`src/rtl/bsim_pkg.sv`:
```
// Shared constants, types and command codes of the bucketed sparse identifier map.
package bsim_pkg;

  localparam int unsigned BUCKET_COUNT     = 16;
  localparam int unsigned SLOTS_PER_BUCKET = 32;
  localparam int unsigned VALUE_BITS       = 32;

  localparam int unsigned SLOT_TOTAL  = BUCKET_COUNT * SLOTS_PER_BUCKET;
  localparam int unsigned BucketIdxW  = (BUCKET_COUNT > 1) ? $clog2(BUCKET_COUNT) : 1;
  localparam int unsigned OffW        = $clog2(SLOTS_PER_BUCKET);
  localparam int unsigned SlotAddrW   = (SLOT_TOTAL > 1) ? $clog2(SLOT_TOTAL) : 1;
  localparam int unsigned FillW       = $clog2(SLOTS_PER_BUCKET + 1);
  localparam int unsigned IdentW      = 32;

  typedef enum logic [1:0] {
    CMD_INSERT = 2'd0,
    CMD_REMOVE = 2'd1,
    CMD_SEARCH = 2'd2
  } command_e;

  typedef enum logic [1:0] {
    STATUS_DONE   = 2'd0,
    STATUS_ABSENT = 2'd1,
    STATUS_FULL   = 2'd2
  } status_e;

  // Commands from the controller to the datapath
  typedef struct packed {
    logic                  load;
    logic                  scan_en;
    logic [BucketIdxW-1:0] scan_idx;
    logic                  rd_en;
    logic                  commit;
    logic                  clr_en;
    logic [SlotAddrW-1:0]  clr_addr;
  } dp_cmd_t;

endpackage

```
`src/rtl/bsim_ctrl.sv`:
```
// Controller state machine: clearing pass, bucket scan, slot read and commit sequencing.
module bsim_ctrl import bsim_pkg::*; (
  input  logic    clk_i,
  input  logic    rst_ni,
  input  logic    in_valid_i,
  output logic    in_ready_o,
  output logic    out_valid_o,
  input  logic    out_ready_i,
  output dp_cmd_t cmd_o
);

  typedef enum logic [4:0] {
    ST_CLEAR  = 5'b00001,
    ST_IDLE   = 5'b00010,
    ST_SCAN   = 5'b00100,
    ST_READ   = 5'b01000,
    ST_COMMIT = 5'b10000
  } state_e;

  localparam logic [BucketIdxW-1:0] ScanLast  = BucketIdxW'(BUCKET_COUNT - 1);
  localparam logic [SlotAddrW-1:0]  ClearLast = SlotAddrW'(SLOT_TOTAL - 1);

  state_e                state_q, state_d;
  logic [BucketIdxW-1:0] scan_cnt_q, scan_cnt_d;
  logic [SlotAddrW-1:0]  clr_cnt_q, clr_cnt_d;
  logic                  out_valid_q, out_valid_d;
  logic                  accept;
  logic                  out_free;

  assign accept   = in_valid_i && in_ready_o;
  assign out_free = !out_valid_q || out_ready_i;

  always_comb begin
    state_d     = state_q;
    scan_cnt_d  = scan_cnt_q;
    clr_cnt_d   = clr_cnt_q;
    out_valid_d = out_valid_q;
    in_ready_o  = 1'b0;
    cmd_o       = '0;
    cmd_o.scan_idx = scan_cnt_q;
    cmd_o.clr_addr = clr_cnt_q;

    if (out_valid_q && out_ready_i) begin
      out_valid_d = 1'b0;
    end

    unique case (state_q)
      ST_CLEAR: begin
        cmd_o.clr_en = 1'b1;
        clr_cnt_d    = clr_cnt_q + 1'b1;
        if (clr_cnt_q == ClearLast) begin
          state_d = ST_IDLE;
        end
      end
      ST_IDLE: begin
        in_ready_o = 1'b1;
        if (in_valid_i) begin
          cmd_o.load = 1'b1;
          scan_cnt_d = '0;
          state_d    = ST_SCAN;
        end
      end
      ST_SCAN: begin
        cmd_o.scan_en = 1'b1;
        scan_cnt_d    = scan_cnt_q + 1'b1;
        if (scan_cnt_q == ScanLast) begin
          state_d = ST_READ;
        end
      end
      ST_READ: begin
        cmd_o.rd_en = 1'b1;
        state_d     = ST_COMMIT;
      end
      ST_COMMIT: begin
        // hold until the output register can take the word
        if (out_free) begin
          cmd_o.commit = 1'b1;
          out_valid_d  = 1'b1;
          state_d      = ST_IDLE;
        end
      end
      default: begin
        state_d = ST_IDLE;
      end
    endcase
  end

  always_ff @(posedge clk_i or negedge rst_ni) begin
    if (!rst_ni) begin
      state_q     <= ST_CLEAR;
      scan_cnt_q  <= '0;
      clr_cnt_q   <= '0;
      out_valid_q <= 1'b0;
    end else begin
      state_q     <= state_d;
      scan_cnt_q  <= scan_cnt_d;
      clr_cnt_q   <= clr_cnt_d;
      out_valid_q <= out_valid_d;
    end
  end

  assign out_valid_o = out_valid_q;

  a_accept_starts_scan: assert property (@(posedge clk_i) disable iff (!rst_ni)
    accept |=> (state_q == ST_SCAN && scan_cnt_q == '0))
    else $error("accepted word did not start a scan at bucket zero");

  a_commit_sets_valid: assert property (@(posedge clk_i) disable iff (!rst_ni)
    cmd_o.commit |=> (out_valid_q && state_q == ST_IDLE))
    else $error("commit did not present a result");

endmodule

```
`config.mk`:
```
export PLATFORM = sky130hd
export DESIGN_NAME = bsim_ctrl
export DESIGN_NICKNAME = d
export VERILOG_FILES = /design/src/rtl/bsim_pkg.sv /design/src/rtl/bsim_ctrl.sv
export SDC_FILE = /design/constraint.sdc
export NUM_CORES = 1
export LEC_CHECK = 0
export BUFFER_PORTS_ARGS = -buffer_cell sky130_fd_sc_hd__buf_4
export CORE_MARGIN = 5
export CORE_UTILIZATION = 54
export DETAILED_ROUTE_END_ITERATION = 8
export GPL_TIMING_DRIVEN = 0
export PLACE_DENSITY = 0.8
export SLEW_MARGIN = 20
export SYNTH_ARGS = -nofsm -noshare
export SYNTH_HDL_FRONTEND = slang
export SYNTH_SLANG_ARGS = --single-unit
export TNS_END_PERCENT = 50
```
`constraint.sdc`:
```
create_clock -name clk_i -period 4.5 [get_ports clk_i]
set_clock_uncertainty 0.2 [all_clocks]
set_input_delay 0.45 -clock clk_i [delete_from_list [all_inputs] [get_ports clk_i]]
set_output_delay 0.45 -clock clk_i [all_outputs]
set_load 0.01 [all_outputs]
```
==> impl_metrics.yaml <==
status:
  status: "completed"
min_path:
  holdPathStages: 3
  hp-start: "out_ready_i"
  hp-class: "in -> reg"
routing:
  num_vias: 729
  viasPerCell: 5.44
  wl_per_cell_um: 14.1
  first_pass_iters: 4
  drt_iter0_drc: 8
  wirelength_um: 1890
  ant_nets: 0
  drcViolationCount: 0
cells_and_area:
  antennaDiodeCount: 0
  layout_commonest_cell: "buf_4"
  final_cell_mix: "24 x buf_4, 18 x dfrtp_1, 9 x nand3_1, 9 x nand2_1, 7 x nor2_1"
  fin_area_sq_um: 1150
  drive_gt1_share_pct: 27.4
  fillers: 149
  final_nets: 125
  area_delta_synth_final_pct: 24.9
grt:
  grt_max_degree: 20
  grt_pass1_wl_um: 3180
  grt.total_usage_pct: 16.2
  use_met2_pct: 24.4
  grt_pass1_vias: 698
  met3_usage_pct: 2.62
  gr-total-overflow: 0
  use_met1_pct: 23.0
  top_usage_layer: "met2"
  antenna_found_initial: 0
sta:
  final.setup.tns_ns: 0
  max_slew_margin_pct: 72.2
  rsz0062_at_grt: "no"
  max_freq_ghz: 0.391
  hold_violations: 0
  setup_viol: 0
  period_share_pct: 56.9
  min_period_ns: 2.56
  worst_pin_slew_ns: 0.413
  drv_slew: 0
place:
  globalplace.congestion: 0.838
  dp_hpwl_um: 1440
  placedInstanceArea_sq_um: 1120
  io_buffers: 23
die:
  fp.dieW_um: 51.4
  core.rowCount: 15
  io_pins: 24
  initial_utilization_pct: 55.4
  fp.dieArea_sq_um: 2640
  coreArea_sq_um: 1670
  die_y_um: 51.4
power:
  ir_drop_uv: 287
  p_leak_nw: 0.603
  powerDensity_nw_per_um2: 381
synth:
  ys_seq_area_share_pct: 51.6
  netlist_instances: 89
  syn_nets: 96
  synthesis.area_sq_um: 925
  yosysUniqueCellTypes: 32
  yosysWarnings: 0
  syn_area_per_cell_sq_um: 10.4
  synth_seq_cells: 19
critical_path:
  worstPathRequired_ns: 3.85
  rr_worst_depth: 6
  r2r_start: "state_q[0]"
  crit_start: "state_q[0]"
  critPathCaptureType: "output port"
  crit_path_end: "cmd_o[9]"
  reg2reg_slack_ns: 2.43
  crit_fanout: 6
  setup.worst_path.start_class: "register"
  path_class: "reg -> out"
  rr_endpoint: "clr_cnt_q[6]"
  cp_data_arrival_time_ns: 1.91
clocking:
  numCtsBuffers: 3
  root_buffer: "clkbuf_4"
  clockBufferDepth: 2
  cts_tree: "built"
  clock_sinks: 19
  clk_pin_slew_ns: 0.11
  insertion_delay_ns: 0.29
  htree_levels: 1
  postCtsSetupBuffers: 0
flow_run:
  drv_cap: 0
## layout make-up
cell class	instances	area, sq um	area share, %
Sequential cell	19	477	41.3
Multi-Input combinational cell	65	413	35.8
Timing Repair Buffer	24	183	15.8
Clock buffer	4	26.3	2.28
Tap cell	17	21.3	1.84
Buffer	2	18.8	1.63
Inverter	3	16.3	1.41
## synthesized netlist by cell type
master     instances  area share, %
xnor2_1            5            4.7
nand2b_1           1           0.68
xor2_1             2            1.9
nand3_1            9            4.9
and3_1             1           0.68
nand4_1            2            1.4
nor3_2             1            1.1
or2_1              1           0.68
o311a_1            1            1.1
or4b_1             1            1.1
a21o_1             1           0.81
nor3_1             1           0.54
nor2b_1            4            2.7
nor3b_1            1           0.81
a21oi_1            3            1.6
dfrtp_1           18             49
nor4_1             1           0.68
dfstp_2            1            2.8
inv_1              2           0.81
and2_1             2            1.4
ha_1               3            4.1
inv_6              1           0.95
a22o_1             1           0.95
buf_6              1            1.2
o21ai_0            3            1.6
o21bai_1           1           0.81
and4bb_2           1            1.4
nor2_1             7            2.8
nand2_1            9            3.7
buf_4              1           0.81
o2bb2ai_1          2            1.9
nand3b_1           1           0.81
## sequential cells by signal, summed over array words and instances (netlist names)
signal	count
clr_cnt_q	9
state_q	5
scan_cnt_q	4
out_valid_o	1
## worst max-delay path, stage by stage (launching register included)
cell and delay, ns:
dfstp_2 0.59, or4b_1 0.46, or2_1 0.25, buf_6 0.15
inv_6 0.06, buf_4 0.11
## metrics by stage
stage                     instances  power [mW]  worst slack [ns]  hold slack (ns)  util (%)
after global placement          129       0.352              2.31            0.132      67.0
after detailed placement        129       0.358              2.29            0.135      67.0
after CTS                       134       0.443              1.94            0.275      69.1
after global routing            134       0.476              1.85            0.264      69.1
after floorplan                  89       0.298              2.45          -0.0456         -
final                           134       0.440              1.94            0.280      69.1
## report_power, final
group          leakage, nW  switching, mW  internal (mW)
Clock               0.0150         0.0502         0.0344
Combinational        0.332         0.0673         0.0685
Sequential           0.256         0.0292          0.190
Total                0.603          0.147          0.293
## layer usage
| layer | up-vias | wire (um) |
|---|---|---|
| met1 | 345 | 897 |
| met5 | - | 0 |
| met4 | 0 | 14 |
| met2 | 19 | 890 |
| li1 | 363 | - |
| met3 | 2 | 90 |
## cell families after synthesis
| family | share of synthesized area (%) |
|---|---|
| buffers and inverters | 3.79 |
| AOI/OAI and AO/OA | 8.80 |
| xor gates and xnor gates | 6.63 |
| adders and majority gates | 4.06 |
| DFF | 51.6 |
| and+or+nand+nor | 25.2 |
## repair_timing
item | 4_1_cts | 5_1_grt
gates resized for setup | 0 | 0
hold endpoints to repair | 18 | 0
hold buffers | 1 | 0
## how the worst min path moves through the flow
| stage | to | slack, ns |
|---|---|---|
| floorplan | clr_cnt_q[0] | -0.05 |
| global placement | clr_cnt_q[4] | 0.13 |
| detailed placement | clr_cnt_q[4] | 0.13 |
| CTS | out_valid_o | 0.27 |
| global route | out_valid_o | 0.26 |
| finish | out_valid_o | 0.28 |
(Power assumes the default switching activity.)
